File: config.mk
export PLATFORM = sky130hd
export DESIGN_NAME = crc_checked_packet_deframer
export DESIGN_NICKNAME = d
export VERILOG_FILES = /design/src/rtl/core/crcdf_pkg.sv /design/src/rtl/core/crc_checked_packet_deframer.sv /design/src/rtl/core/crcdf_ctrl.sv /design/src/rtl/core/crcdf_datapath.sv
export SDC_FILE = /design/constraint.sdc
export NUM_CORES = 2
export LEC_CHECK = 0
export BUFFER_PORTS_ARGS = -buffer_cell sky130_fd_sc_hd__buf_2
export CORE_MARGIN = 2
export CORE_UTILIZATION = 41
export DETAILED_ROUTE_END_ITERATION = 8
export SYNTH_ARGS = -nofsm -noshare
export SYNTH_HDL_FRONTEND = slang
export SYNTH_SLANG_ARGS = --single-unit
File: constraint.sdc
create_clock -name i_clk -period 13.8 [get_ports i_clk]
set_clock_uncertainty 0.15 [all_clocks]
set_input_delay 0 -clock i_clk [delete_from_list [all_inputs] [get_ports i_clk]]
set_output_delay 0 -clock i_clk [all_outputs]
set_load 0.03 [all_outputs]
File: src/rtl/core/crcdf_pkg.sv
package crcdf_pkg;

    // Sizes of the packet store and its fields.
    localparam int MAX_PAYLOAD   = 62;
    localparam int TRAILER_BYTES = 2;
    localparam int STORE_DEPTH   = 64;
    localparam int ADDR_W        = 6;
    localparam int LEN_W         = 6;
    localparam int CFG_DATA_W    = 16;
    localparam int CFG_IDX_W     = 3;

    // Action codes of an input transaction.
    localparam logic [1:0] ACT_PUSH  = 2'd0;
    localparam logic [1:0] ACT_POP   = 2'd1;
    localparam logic [1:0] ACT_STATS = 2'd2;

    // Kinds of an output transaction.
    localparam logic [1:0] KIND_PUSH    = 2'd0;
    localparam logic [1:0] KIND_PAYLOAD = 2'd1;
    localparam logic [1:0] KIND_STATS   = 2'd2;
    localparam logic [1:0] KIND_NODATA  = 2'd3;

    // Configuration register indexes.
    localparam logic [CFG_IDX_W-1:0] REG_PREFIX    = 3'd0;
    localparam logic [CFG_IDX_W-1:0] REG_HCRC_POLY = 3'd1;
    localparam logic [CFG_IDX_W-1:0] REG_HCRC_SEED = 3'd2;
    localparam logic [CFG_IDX_W-1:0] REG_BCRC_POLY = 3'd3;
    localparam logic [CFG_IDX_W-1:0] REG_BCRC_SEED = 3'd4;
    localparam logic [CFG_IDX_W-1:0] REG_LEN_LIMIT = 3'd5;

    // Configuration values after reset.
    localparam logic [7:0]       PREFIX_RESET    = 8'd170;
    localparam logic [7:0]       HCRC_POLY_RESET = 8'd55;
    localparam logic [7:0]       HCRC_SEED_RESET = 8'd66;
    localparam logic [15:0]      BCRC_POLY_RESET = 16'd15717;
    localparam logic [15:0]      BCRC_SEED_RESET = 16'd4919;
    localparam logic [LEN_W-1:0] LEN_LIMIT_RESET = 6'd62;

    typedef struct packed {
        logic [1:0]       action;
        logic [7:0]       data_byte;
        logic [LEN_W-1:0] request_count;
    } t_in_item;

    typedef struct packed {
        logic [1:0]       result_kind;
        logic             accepted;
        logic             packet_ready;
        logic [LEN_W-1:0] packet_length;
        logic [7:0]       payload_byte;
        logic             last_byte;
        logic [31:0]      messages_count;
        logic [31:0]      bytes_count;
        logic [31:0]      error_count;
    } t_out_item;

    // Commands from the controller to the datapath.
    typedef struct packed {
        logic take_item;
        logic exec_item;
        logic pop_emit;
    } t_dp_cmd;

    // Status from the datapath to the controller.
    typedef struct packed {
        logic [1:0] action;
        logic       hdr_check;
        logic       pop_stream;
        logic       out_free;
        logic       pop_last;
    } t_dp_status;

    // One byte of an MSB-first CRC-8, no reflection.
    function automatic logic [7:0] crc8_byte(input logic [7:0] crc, input logic [7:0] b,
                                             input logic [7:0] poly);
        logic [7:0] c;
        int         i;
        c = crc ^ b;
        for (i = 0; i < 8; i++) begin
            c = c[7] ? ((c << 1) ^ poly) : (c << 1);
        end
        return c;
    endfunction

    // One byte of an MSB-first CRC-16, no reflection.
    function automatic logic [15:0] crc16_byte(input logic [15:0] crc, input logic [7:0] b,
                                               input logic [15:0] poly);
        logic [15:0] c;
        int          i;
        c = crc ^ {b, 8'h00};
        for (i = 0; i < 8; i++) begin
            c = c[15] ? ((c << 1) ^ poly) : (c << 1);
        end
        return c;
    endfunction

endpackage

File: src/rtl/core/crc_checked_packet_deframer.sv
// Channel   Direction  Signals                           Contents
// in        input      i_in_valid / o_in_ready           action, data byte, request count
// out       output     o_out_valid / i_out_ready         one result per transaction or popped byte
// cfg       input      i_cfg_wr_en, i_cfg_index, wdata   six registers, write only
//
// A push, a statistics read or a pop with no data is taken in ST_IDLE and
// executed into the output register from ST_EXEC.
// The header CRC byte also passes ST_HDR; its CRC-8 is finished from r_hcrc_mid.
// A pop of n bytes streams them from ST_POP, one packet store read per byte.
// Reset is synchronous and active low; there is no clearing pass.
// A full output register holds the block until the result is taken.
module crc_checked_packet_deframer (
    input  logic                             i_clk,
    input  logic                             i_rst_n,
    input  logic                             i_cfg_wr_en,
    input  logic [crcdf_pkg::CFG_IDX_W-1:0]  i_cfg_index,
    input  logic [crcdf_pkg::CFG_DATA_W-1:0] i_cfg_wdata,
    input  logic                             i_in_valid,
    output logic                             o_in_ready,
    input  crcdf_pkg::t_in_item              i_in_item,
    output logic                             o_out_valid,
    input  logic                             i_out_ready,
    output crcdf_pkg::t_out_item             o_out_item
);
    import crcdf_pkg::*;

    t_dp_cmd    dp_cmd;
    t_dp_status dp_status;

    // Transaction sequencer.
    crcdf_ctrl u_ctrl (
        .i_clk      (i_clk),
        .i_rst_n    (i_rst_n),
        .i_in_valid (i_in_valid),
        .o_in_ready (o_in_ready),
        .i_status   (dp_status),
        .o_cmd      (dp_cmd)
    );

    // Framing, CRC checks, packet store and counters.
    crcdf_datapath u_datapath (
        .i_clk       (i_clk),
        .i_rst_n     (i_rst_n),
        .i_cfg_wr_en (i_cfg_wr_en),
        .i_cfg_index (i_cfg_index),
        .i_cfg_wdata (i_cfg_wdata),
        .i_in_item   (i_in_item),
        .o_out_valid (o_out_valid),
        .i_out_ready (i_out_ready),
        .o_out_item  (o_out_item),
        .i_cmd       (dp_cmd),
        .o_status    (dp_status)
    );

endmodule

File: src/rtl/core/crcdf_ctrl.sv
module crcdf_ctrl (
    input  logic                  i_clk,
    input  logic                  i_rst_n,
    input  logic                  i_in_valid,
    output logic                  o_in_ready,
    input  crcdf_pkg::t_dp_status i_status,
    output crcdf_pkg::t_dp_cmd    o_cmd
);
    import crcdf_pkg::*;

    typedef enum logic [3:0] {
        ST_IDLE = 4'b0001,
        ST_EXEC = 4'b0010,
        ST_HDR  = 4'b0100,
        ST_POP  = 4'b1000
    } t_ctl_state;

    t_ctl_state r_state, n_state;

    // Sequencing of one transaction: latch, execute, and stream a pop.
    always_comb begin
        n_state = r_state;
        o_cmd   = '0;
        case (r_state)
            ST_IDLE: begin
                if (i_in_valid) begin
                    o_cmd.take_item = 1'b1;
                    n_state         = ST_EXEC;
                end
            end
            ST_EXEC: begin
                case (i_status.action)
                    ACT_PUSH: begin
                        if (i_status.hdr_check) begin
                            // The header CRC byte goes through ST_HDR first.
                            n_state = ST_HDR;
                        end else if (i_status.out_free) begin
                            o_cmd.exec_item = 1'b1;
                            n_state         = ST_IDLE;
                        end
                    end
                    ACT_POP: begin
                        if (i_status.pop_stream) begin
                            o_cmd.exec_item = 1'b1;
                            n_state         = ST_POP;
                        end else if (i_status.out_free) begin
                            o_cmd.exec_item = 1'b1;
                            n_state         = ST_IDLE;
                        end
                    end
                    ACT_STATS: begin
                        if (i_status.out_free) begin
                            o_cmd.exec_item = 1'b1;
                            n_state         = ST_IDLE;
                        end
                    end
                    default: begin
                        // The unused action code does nothing.
                        n_state = ST_IDLE;
                    end
                endcase
            end
            ST_HDR: begin
                if (i_status.out_free) begin
                    o_cmd.exec_item = 1'b1;
                    n_state         = ST_IDLE;
                end
            end
            ST_POP: begin
                if (i_status.out_free) begin
                    o_cmd.pop_emit = 1'b1;
                    if (i_status.pop_last) begin
                        n_state = ST_IDLE;
                    end
                end
            end
            default: begin
                n_state = ST_IDLE;
            end
        endcase
    end

    always_ff @(posedge i_clk) begin
        if (!i_rst_n) begin
            r_state <= ST_IDLE;
        end else begin
            r_state <= n_state;
        end
    end

    assign o_in_ready = (r_state == ST_IDLE);

endmodule

File: src/rtl/core/crcdf_datapath.sv
module crcdf_datapath (
    input  logic                                  i_clk,
    input  logic                                  i_rst_n,
    input  logic                                  i_cfg_wr_en,
    input  logic [crcdf_pkg::CFG_IDX_W-1:0]       i_cfg_index,
    input  logic [crcdf_pkg::CFG_DATA_W-1:0]      i_cfg_wdata,
    input  crcdf_pkg::t_in_item                   i_in_item,
    output logic                                  o_out_valid,
    input  logic                                  i_out_ready,
    output crcdf_pkg::t_out_item                  o_out_item,
    input  crcdf_pkg::t_dp_cmd                    i_cmd,
    output crcdf_pkg::t_dp_status                 o_status
);
    import crcdf_pkg::*;

    typedef enum logic [4:0] {
        PH_HUNT  = 5'b00001,
        PH_LEN   = 5'b00010,
        PH_HCRC  = 5'b00100,
        PH_BODY  = 5'b01000,
        PH_READY = 5'b10000
    } t_phase;

    // Configuration registers.
    logic [7:0]       r_cfg_prefix;
    logic [7:0]       r_cfg_hcrc_poly;
    logic [7:0]       r_cfg_hcrc_seed;
    logic [15:0]      r_cfg_bcrc_poly;
    logic [15:0]      r_cfg_bcrc_seed;
    logic [LEN_W-1:0] r_cfg_len_limit;

    // Deframer state.
    t_phase            r_phase, n_phase;
    logic [7:0]        r_hdr_len, n_hdr_len;
    logic [LEN_W-1:0]  r_length_held, n_length_held;
    logic [ADDR_W-1:0] r_bytes_stored, n_bytes_stored;
    logic [15:0]       r_body_crc, n_body_crc;
    logic [31:0]       r_good, n_good;
    logic [31:0]       r_seen, n_seen;
    logic [31:0]       r_bad, n_bad;
    logic [7:0]        r_hcrc_mid;
    t_in_item          r_item;

    // Pop streaming.
    logic [ADDR_W-1:0] r_idx, n_idx;
    logic [LEN_W-1:0]  r_cnt, n_cnt;
    logic [7:0]        r_rd_data;
    logic [7:0]        r_store [STORE_DEPTH];

    // Output register.
    logic      r_out_valid, n_out_valid;
    t_out_item r_out_item, n_out_item;

    logic              out_load;
    logic              out_free;
    logic              store_we;
    logic [7:0]        hcrc_val;
    logic [15:0]       bcrc_next;
    logic [LEN_W-1:0]  pop_n;
    logic              hdr_ok;
    logic              body_done;

    // Configuration writes; unknown indexes are ignored.
    always_ff @(posedge i_clk) begin
        if (!i_rst_n) begin
            r_cfg_prefix    <= PREFIX_RESET;
            r_cfg_hcrc_poly <= HCRC_POLY_RESET;
            r_cfg_hcrc_seed <= HCRC_SEED_RESET;
            r_cfg_bcrc_poly <= BCRC_POLY_RESET;
            r_cfg_bcrc_seed <= BCRC_SEED_RESET;
            r_cfg_len_limit <= LEN_LIMIT_RESET;
        end else if (i_cfg_wr_en) begin
            case (i_cfg_index)
                REG_PREFIX:    r_cfg_prefix    <= i_cfg_wdata[7:0];
                REG_HCRC_POLY: r_cfg_hcrc_poly <= i_cfg_wdata[7:0];
                REG_HCRC_SEED: r_cfg_hcrc_seed <= i_cfg_wdata[7:0];
                REG_BCRC_POLY: r_cfg_bcrc_poly <= i_cfg_wdata;
                REG_BCRC_SEED: r_cfg_bcrc_seed <= i_cfg_wdata;
                REG_LEN_LIMIT: r_cfg_len_limit <= i_cfg_wdata[LEN_W-1:0];
                default: ;
            endcase
        end
    end

    // The CRC-8 over the prefix depends on configuration alone, so it is
    // registered every cycle and finished with the length byte later.
    always_ff @(posedge i_clk) begin
        r_hcrc_mid <= crc8_byte(r_cfg_hcrc_seed, r_cfg_prefix, r_cfg_hcrc_poly);
    end

    assign hcrc_val  = crc8_byte(r_hcrc_mid, r_hdr_len, r_cfg_hcrc_poly);
    assign bcrc_next = crc16_byte(r_body_crc, r_item.data_byte, r_cfg_bcrc_poly);
    assign pop_n     = (r_item.request_count < r_length_held) ? r_item.request_count
                                                              : r_length_held;
    assign hdr_ok    = (hcrc_val == r_item.data_byte)
                    && (r_hdr_len <= {2'b00, r_cfg_len_limit})
                    && (r_hdr_len <= 8'(MAX_PAYLOAD));
    // The last trailer byte sits at the stored length plus one.
    assign body_done = ({1'b0, r_bytes_stored}
                        >= ({1'b0, r_length_held} + 7'(TRAILER_BYTES - 1)));
    assign out_free  = !r_out_valid || i_out_ready;

    // Status toward the controller.
    always_comb begin
        o_status.action     = r_item.action;
        o_status.hdr_check  = (r_item.action == ACT_PUSH) && (r_phase == PH_HCRC);
        o_status.pop_stream = (r_item.action == ACT_POP) && (r_phase == PH_READY)
                           && (pop_n != '0);
        o_status.out_free   = out_free;
        o_status.pop_last   = ((r_idx + ADDR_W'(1)) == r_cnt);
    end

    // Execution of the latched transaction and of each popped byte.
    always_comb begin
        n_phase        = r_phase;
        n_hdr_len      = r_hdr_len;
        n_length_held  = r_length_held;
        n_bytes_stored = r_bytes_stored;
        n_body_crc     = r_body_crc;
        n_good         = r_good;
        n_seen         = r_seen;
        n_bad          = r_bad;
        n_idx          = r_idx;
        n_cnt          = r_cnt;
        store_we       = 1'b0;
        out_load       = 1'b0;
        n_out_item     = '0;

        if (i_cmd.exec_item) begin
            case (r_item.action)
                ACT_PUSH: begin
                    out_load               = 1'b1;
                    n_out_item.result_kind = KIND_PUSH;
                    // A waiting packet refuses the byte and counts nothing.
                    if (r_phase != PH_READY) begin
                        n_out_item.accepted = 1'b1;
                        n_seen              = r_seen + 32'd1;
                        case (r_phase)
                            PH_HUNT: begin
                                if (r_item.data_byte == r_cfg_prefix) begin
                                    n_phase = PH_LEN;
                                end
                            end
                            PH_LEN: begin
                                n_hdr_len     = r_item.data_byte;
                                n_length_held = (r_item.data_byte > 8'd63) ? 6'd63
                                              : r_item.data_byte[LEN_W-1:0];
                                n_phase       = PH_HCRC;
                            end
                            PH_HCRC: begin
                                if (hdr_ok) begin
                                    n_phase        = PH_BODY;
                                    n_bytes_stored = '0;
                                    n_body_crc     = r_cfg_bcrc_seed;
                                end else begin
                                    n_phase = PH_HUNT;
                                    n_bad   = r_bad + 32'd1;
                                end
                            end
                            PH_BODY: begin
                                store_we   = 1'b1;
                                n_body_crc = bcrc_next;
                                if (body_done) begin
                                    // Zero residue over payload and trailer.
                                    if (bcrc_next == 16'd0) begin
                                        n_phase = PH_READY;
                                        n_good  = r_good + 32'd1;
                                    end else begin
                                        n_phase = PH_HUNT;
                                        n_bad   = r_bad + 32'd1;
                                    end
                                end else begin
                                    n_bytes_stored = r_bytes_stored + ADDR_W'(1);
                                end
                            end
                            default: ;
                        endcase
                    end
                end
                ACT_POP: begin
                    if ((r_phase == PH_READY) && (pop_n != '0)) begin
                        // Start streaming; the stored length never exceeds
                        // the payload maximum once a packet is ready.
                        n_phase = PH_HUNT;
                        n_cnt   = pop_n;
                        n_idx   = '0;
                    end else begin
                        out_load               = 1'b1;
                        n_out_item.result_kind = KIND_NODATA;
                        n_out_item.last_byte   = 1'b1;
                        if (r_phase == PH_READY) begin
                            n_phase = PH_HUNT;
                        end
                    end
                end
                ACT_STATS: begin
                    out_load                  = 1'b1;
                    n_out_item.result_kind    = KIND_STATS;
                    n_out_item.messages_count = r_good;
                    n_out_item.bytes_count    = r_seen;
                    n_out_item.error_count    = r_bad;
                    n_good                    = '0;
                    n_seen                    = '0;
                    n_bad                     = '0;
                end
                default: ;
            endcase
        end else if (i_cmd.pop_emit) begin
            out_load                = 1'b1;
            n_out_item.result_kind  = KIND_PAYLOAD;
            n_out_item.payload_byte = r_rd_data;
            n_out_item.last_byte    = o_status.pop_last;
            n_idx                   = r_idx + ADDR_W'(1);
        end

        n_out_item.packet_ready  = (n_phase == PH_READY);
        n_out_item.packet_length = n_length_held;
    end

    // Output register handshake.
    always_comb begin
        if (out_load) begin
            n_out_valid = 1'b1;
        end else if (i_out_ready) begin
            n_out_valid = 1'b0;
        end else begin
            n_out_valid = r_out_valid;
        end
    end

    // Control state.
    always_ff @(posedge i_clk) begin
        if (!i_rst_n) begin
            r_phase       <= PH_HUNT;
            r_length_held <= '0;
            r_good        <= '0;
            r_seen        <= '0;
            r_bad         <= '0;
            r_out_valid   <= 1'b0;
        end else begin
            r_phase       <= n_phase;
            r_length_held <= n_length_held;
            r_good        <= n_good;
            r_seen        <= n_seen;
            r_bad         <= n_bad;
            r_out_valid   <= n_out_valid;
        end
    end

    // Payload and working registers.
    always_ff @(posedge i_clk) begin
        r_hdr_len      <= n_hdr_len;
        r_bytes_stored <= n_bytes_stored;
        r_body_crc     <= n_body_crc;
        r_idx          <= n_idx;
        r_cnt          <= n_cnt;
        if (i_cmd.take_item) begin
            r_item <= i_in_item;
        end
        if (out_load) begin
            r_out_item <= n_out_item;
        end
    end

    // Packet store: one write port, one registered read that follows the
    // next pop index.
    always_ff @(posedge i_clk) begin
        if (store_we) begin
            r_store[r_bytes_stored] <= r_item.data_byte;
        end
        r_rd_data <= r_store[n_idx];
    end

    assign o_out_valid = r_out_valid;
    assign o_out_item  = r_out_item;

endmodule

* After elaboration in Yosys (flattened, before gate mapping) *
Memory sizes are Yosys's and may differ from the RTL's. A register that Yosys moved wholly into a read port is not among the register bits.
Cells that the tools add are included.

cells by class
  add/subtract/negate cells = 6
  $lt $le $gt $ge = 5
  eq/ne operators = 34
  mux-type cells = 98
  bitwise logic cells = 28
  reduce and logical (&&, ||, !) cells = 33

operators with widths
  kind                                           number
  2-to-1 mux 32 bit                              9
  case mux 32 bit (2 select lines)               4
  2-to-1 mux 16 bit                              9
  bitwise XOR 16 bit                             9
  bitwise XOR 8 bit                              18
  2-to-1 mux 8 bit                               16
  adder 32 x 1 -> 32 bit, second input constant  3
  2-to-1 mux 6 bit                               12
  2-to-1 mux 5 bit                               7
  case mux 16 bit (2 select lines)               1
  2-to-1 mux 4 bit                               7
  2-to-1 mux 1 bit                               22
  case mux 5 bit (4 select lines)                1
  == test 8 bit                                  2
  logical NOT 16 bit                             1
  case mux 4 bit (4 select lines)                1
  AND reduction 2 bit                            8
  adder 6 x 1 -> 6 bit, second input constant    2
  != test 2 x 1 -> 1 bit, second input constant  6
  case mux 4 bit (3 select lines)                1
  case mux 6 bit (2 select lines)                1
  AND reduction 6 bit                            2
  == test 5 bit, second input constant           2
  case mux 5 bit (2 select lines)                1
  other kinds (42)                               59

storage, ports and cells
  flip-flop bits (word level) = 355
  bits in writable memories = 512
  input port bits = 40
  output and inout port bits = 117
  logic and storage cells = 237
  memories = 1

memories
  name                words  bits a word  rd ports  clocked after Yosys merged registers in  wr ports  line                  text
  u_datapath.r_store  64     8            1         1                                        1         crcdf_datapath.sv:48  logic [7:0] r_store [STORE_DEPTH];

* Depth between registers and ports, before layout *
  word-level depth = 26
  mapped depth = 24
  gate-level depth less buffers = 19

* Modules after synthesis *
Synthesis repeated with hierarchy kept, for this count alone.

unflattened totals
  cells, all modules = 3978
  area total of the unflattened synthesis = 42653.4 um^2

modules (own cells, without submodules)
  module          instances  cells an instance  area an instance (um^2)  sequential area each (um^2)
  crcdf_datapath  1          3935               42314.3                  24233.2
  crcdf_ctrl      1          43                 339.1                    80.1

* Worst setup path after synthesis *
Ideal clock, no wire load.

  kind = register -> register
  from = register u_datapath.r_length_held[1]
  to = register u_datapath.r_out_item, in the netlist u_datapath.o_out_item[0] (enable)
  setup time = 0.760 ns
  data arrival time = 11.064 ns
  required time = 12.890 ns
  path slack = 1.825 ns
  stages on the path, launching flop included = 13
  path buffers = 2
  period minus slack after synthesis = 11.975 ns
  path through = dfxtp_1 inv_1 ha_1 a21o_1 a21o_1 a21o_1 a21o_1 a21o_1 a2111o_1 o21a_1 buf_1 buf_1 o31ai_1

between the ends
  word-level cells in the longest chain between the ends = 8
  elaborated cells on any way between the ends = 11
  those cells by class = 1 x order compare; 7 x mux; 3 x reduce/logical

ends and longest elaborated chain
  element                          line                                          text
  from (decl)                      crcdf_datapath.sv:35                          logic [LEN_W-1:0] r_length_held, n_length_held;
  from (signal assigned)           crcdf_datapath.sv:242                         r_length_held <= n_length_held;
  less-than comparator 6 bit       crcdf_datapath.sv:93                          assign pop_n = (r_item.request_count < r_length_held) ? r_item.request_count
  2-to-1 mux 6 bit (*)             crcdf_datapath.sv:93
  nonzero test 6 bit (*)           crcdf_datapath.sv:108, crcdf_datapath.sv:181
  logical AND 1 bit                crcdf_datapath.sv:108                         && (pop_n != '0);
  2-to-1 mux 1 bit                 crcdf_ctrl.sv:43                              if (i_status.pop_stream) begin
  case mux 1 bit (3 select lines)  crcdf_ctrl.sv:32                              case (i_status.action)
  case mux 1 bit (2 select lines)  crcdf_ctrl.sv:24                              case (r_state)
  2-to-1 mux 1 bit (*)             crcdf_datapath.sv:129                         if (i_cmd.exec_item) begin
  to (signal assigned)             crcdf_datapath.sv:261                         r_out_item <= n_out_item;
  to (decl)                        crcdf_datapath.sv:52                          t_out_item r_out_item, n_out_item;

Every way passes the cells marked *; elsewhere a longest branch is shown, timed or not.
A chain may end at the register's enable or synchronous reset.

* Final worst setup path *
  from = register u_datapath.r_item[12] in the netlist's numbering
  to = register u_datapath.r_bad[1]

between the ends
  word-level cells in the longest chain between the ends = 19
  elaborated cells on any way between the ends = 23
  those cells by class = 3 x eq/ne; 8 x mux; 8 x bitwise; 4 x reduce/logical

ends and longest elaborated chain
  element                                   line                   text
  from (decl)                               crcdf_datapath.sv:42   t_in_item r_item;
  from (signal assigned)                    crcdf_datapath.sv:258  r_item <= i_in_item;
  bitwise XOR 16 bit                        crcdf_pkg.sv:90        c = crc ^ {b, 8'h00};
  bitwise XOR 16 bit                        crcdf_pkg.sv:92        c = c[15] ? ((c << 1) ^ poly) : (c << 1);
  2-to-1 mux 16 bit (2 in a row)            crcdf_pkg.sv:92
  bitwise XOR 16 bit                        crcdf_pkg.sv:92
  2-to-1 mux 16 bit                         crcdf_pkg.sv:92
  bitwise XOR 16 bit                        crcdf_pkg.sv:92
  2-to-1 mux 16 bit                         crcdf_pkg.sv:92
  bitwise XOR 16 bit                        crcdf_pkg.sv:92
  (+2 left out)                             --
  2-to-1 mux 16 bit                         crcdf_pkg.sv:92
  bitwise XOR 16 bit                        crcdf_pkg.sv:92
  2-to-1 mux 16 bit                         crcdf_pkg.sv:92
  bitwise XOR 16 bit                        crcdf_pkg.sv:92
  2-to-1 mux 16 bit                         crcdf_pkg.sv:92
  logical NOT 16 bit                        crcdf_datapath.sv:165  if (bcrc_next == 16'd0) begin
  != test 3 bit (no source line)            --
  AND reduction 7 bit (no source line) (*)  --
  to (signal assigned)                      crcdf_datapath.sv:245  r_bad <= n_bad;
  to (decl)                                 crcdf_datapath.sv:40   logic [31:0] r_bad, n_bad;

Marked as above.

==> flow_metrics.tcl <==
set metrics [dict create \
    status "finished clean" \
    drt-total-wl_um 115000 \
    worstSetupEndpointType "register" \
    multi_input_area_mm2 0.0168 \
    ys_types 107 \
    synth_adder_area_share 0.00800 \
    hold_buffers 77 \
    grt_pass1_vias 29894 \
    grt_usage 0.211 \
    fill_cells 9392 \
    slew_headroom 0.170 \
    cts_resized 0 \
    die_height_um 325 \
    cts_made_buffers 94 \
    slowest_stage "o21ai_2" \
    crit_buf_inv 1 \
    max-cap-violations 0 \
    critPathArrivalTime_ns 8.55 \
    irDropWorstVdd_mv 0.107 \
    seqCellArea_mm2 0.0243 \
    cp_max_fo 74 \
    powerDensity_mw_per_mm2 143 \
    ys_ff_latch 875 \
    yosysSeqAreaShare 0.575 \
    gp_congestion 0.876 \
    row_count 117 \
    ios 157 \
    grt_overflow 0 \
    antenna_found_initial 1 \
    yosysTopAreaCellShare 0.483 \
    core_area_mm2 0.102 \
    synthTopCellsByArea "edfxtp_1 48%, dfxtp_1 9.3%, nand2_1 8.0%" \
    synthXorXnorAreaFrac 0.0661 \
    worstPathRequired_ns 14.15 \
    rsz0062_at_grt "false" \
    tns_ns 0 \
    fin_nets 4256 \
    synth_top_family_by_area "simple AND/OR/NAND/NOR gates" \
    path_class "register to register" \
    dieWidth_um 325 \
    clk_pin_slew_worst_paths_ns 0.06 \
    yosys_most_used_dff "edfxtp_1" \
    clk_latency_ns 0.67 \
    power_switching_mw 1.94 \
    synth_edf_count 679 \
    syn-num-nets 4147 \
    portBuffers 156 \
    p_seq_frac 0.420 \
    hold_path_class "primary input to register" \
    r2r_start "u_datapath.r_item[12]" \
    dp_hpwl_um 70400 \
    synth_compound_area_frac 0.104 \
    startpoint "u_datapath.r_item[12]" \
    most-common-layout-cells "900 x nand2_1, 679 x edfxtp_1, 350 x nand3_1" \
    synthesis.instances 4080 \
    synth_simple_gate_area_share 0.209 \
    max_stage_delay_ns 1.09 \
    finalCritPeriodShare 0.594 \
    num_vias 31437 \
    netSwitchingFraction 0.282 \
    die-area_mm2 0.106 \
    crit_path_start_kind "register" \
    cts.sinks 875 \
    dpl_cell_area_mm2 0.0441 \
    drcViolationCount 0 \
    cts.root.buffer_cell "clkbuf_16" \
    final_cell_area_mm2 0.0479 \
    critical_path.top_delay_family "compound AO/OA/AOI/OAI gates" \
    setup_viol_count_final 0 \
    hold_violations 0 \
    grt_pass1_wl_um 177000 \
    fin_crit_ns 8.20 \
    htree_levels 3 \
    hp-start "i_cfg_wdata[7]" \
    ant_nets 0 \
    yosys_warnings 0 \
    p_total_mw 6.87 \
    final_max_slew_viol_count 0 \
    grt_max_degree 183 \
    async_flop_share 0 \
    post_cts_buffers 0 \
    synth.avg_cell_area_um2 10.4 \
    fmax_mhz 122 \
    drtIter0Drc 2600 \
    initial_utilization 0.414 \
    dr.pass1.iters 6 \
    max_slew.worst_pin.slew_ns 1.24 \
    leakage_nw 16.5 \
    netlist_area_mm2 0.0423 \
    yosysTopAreaCell "edfxtp_1" \
    mostFrequentLayoutCell "nand2_1" \
    path_cells "buf_4, xor2_1, a21oi_2, nor3_1, o311a_1, a211oi_2, xnor3_1, xnor2_1, o22a_1, mux2i_4, xnor2_1, nor4_1, a2111oi_1, a2111oi_4, a31oi_2, o21ai_2, o21ai_2, nor2_1" \
    power_frac_comb 0.217 \
    clkPwrFrac 0.363 \
    avgRoutedWirePerCell_um 20.4 \
    cts_max_path_buffers 3 \
    drive_gt1_frac 0.0975 \
    syn_to_final_growth_pct 13.5 \
    cts_tree "done" \
    p_int_mw 4.93 \
    routed_via_density 5.58 \
    synthMuxAreaShare 0.00761 \
]
==> power groups by stage <==
stage | Sequential [mW] | Clock [mW] | Combinational (mW)
floorplan | 2.95 | 0 | 1.17
global placement | 2.94 | 0 | 1.43
detailed placement | 2.94 | 0 | 1.45
CTS | 2.88 | 2.54 | 1.48
global route | 2.88 | 2.65 | 1.64
finish | 2.88 | 2.50 | 1.49
==> path summary, 6_finish.rpt <==
kind	cells after the start	slack [ns]	endpoint
setup / recovery	18	5.60	u_datapath.r_bad[1]
setup reg to reg	18	5.60	u_datapath.r_bad[1]
hold reg to reg	2	0.32	u_datapath.r_good[17]
hold / removal	4	0.07	u_datapath.r_cfg_prefix[7]
==> cell usage after synthesis (all sizes together) (7+ instances only) <==
| library cell | n |
|---|---|
| or4 | 20 |
| a21boi | 37 |
| a31oi | 33 |
| a32oi | 7 |
| a211oi | 27 |
| or3 | 45 |
| a2111oi | 14 |
| nor2 | 205 |
| xnor2 | 201 |
| mux2i | 23 |
| nand4 | 27 |
| a21oi | 109 |
| o311a | 10 |
| nand3 | 350 |
| nand2 | 902 |
| nor2b | 15 |
| o31ai | 42 |
| nor3 | 50 |
| o21a | 16 |
| xnor3 | 7 |
| nand2b | 15 |
| nor4 | 25 |
| o21ai | 126 |
| and3 | 82 |
| o211ai | 28 |
| ha | 27 |
| a21o | 11 |
| buf | 54 |
| or2 | 16 |
| clkbuf | 212 |
| nor4b | 7 |
| dfxtp | 196 |
| edfxtp | 679 |
| xor2 | 91 |
| a311oi | 86 |
| nand3b | 7 |
| inv | 45 |
| and2 | 123 |
==> tightest hold or removal path: stages <==
cell and delay (ns):
dlygate4sd3_1 0.52, buf_2 0.18, nand2_1 0.07, nand3_1 0.07
==> flip-flops by register name, summed over array words and instances (netlist names), 8 cells and up <==
name	cells
u_datapath.r_good	32
u_datapath.r_bad	32
u_datapath.r_seen	32
u_datapath.r_cfg_bcrc_poly	16
u_datapath.r_cfg_prefix	8
u_datapath.r_hcrc_mid	8
u_datapath.r_body_crc	16
u_datapath.r_hdr_len	8
u_datapath.o_out_item	115
u_datapath.r_cfg_bcrc_seed	16
u_datapath.r_rd_data	8
u_datapath.r_item	14
u_datapath.r_cfg_hcrc_poly	8
u_datapath.r_cfg_hcrc_seed	8
u_datapath.r_store	512
==> metal layers <==
layer	track usage	up-vias	wire length (um)
met1	0.290	15461	50700
li1	-	14920	-
met2	0.348	907	54700
met5	0	-	0
met3	0.0278	149	6610
met4	0.0656	0	2730
==> metrics by stage <==
step / utilization / instances / setup slack (ns) / hold slack [ns]
after global routing: 0.470 / 5636 / 4.85 / 0.0596
after CTS: 0.470 / 5636 / 5.63 / 0.0127
after detailed placement: 0.433 / 5384 / 5.63 / 0.0298
after global placement: 0.433 / 5384 / 5.88 / 0.0285
final: 0.470 / 5637 / 5.60 / 0.0651
after floorplan: - / 4080 / 1.83 / -0.0511
==> cells by family after synthesis <==
| group | Yosys count |
|---|---|
| adder cells (fa/ha/maj) | 27 |
| AO/OA/AOI/OAI | 624 |
| buffers and inverters | 315 |
| XOR/XNOR | 299 |
| flip-flops | 875 |
| AND/OR/NAND/NOR | 1911 |
| multiplexers | 29 |
==> area by class of cell <==
| class | count | share of cell area |
|---|---|---|
| repair buffers | 279 | 0.0398 |
| multi-input cells | 2890 | 0.350 |
| inverters | 49 | 0.00402 |
| clock inverters | 39 | 0.00639 |
| flip-flops and latches | 875 | 0.507 |
| clock buffers | 136 | 0.0571 |
| diodes | 1 | 0.0000522 |
| well taps | 1368 | 0.0357 |
No activity file was read; power rests on OpenSTA's default activity.
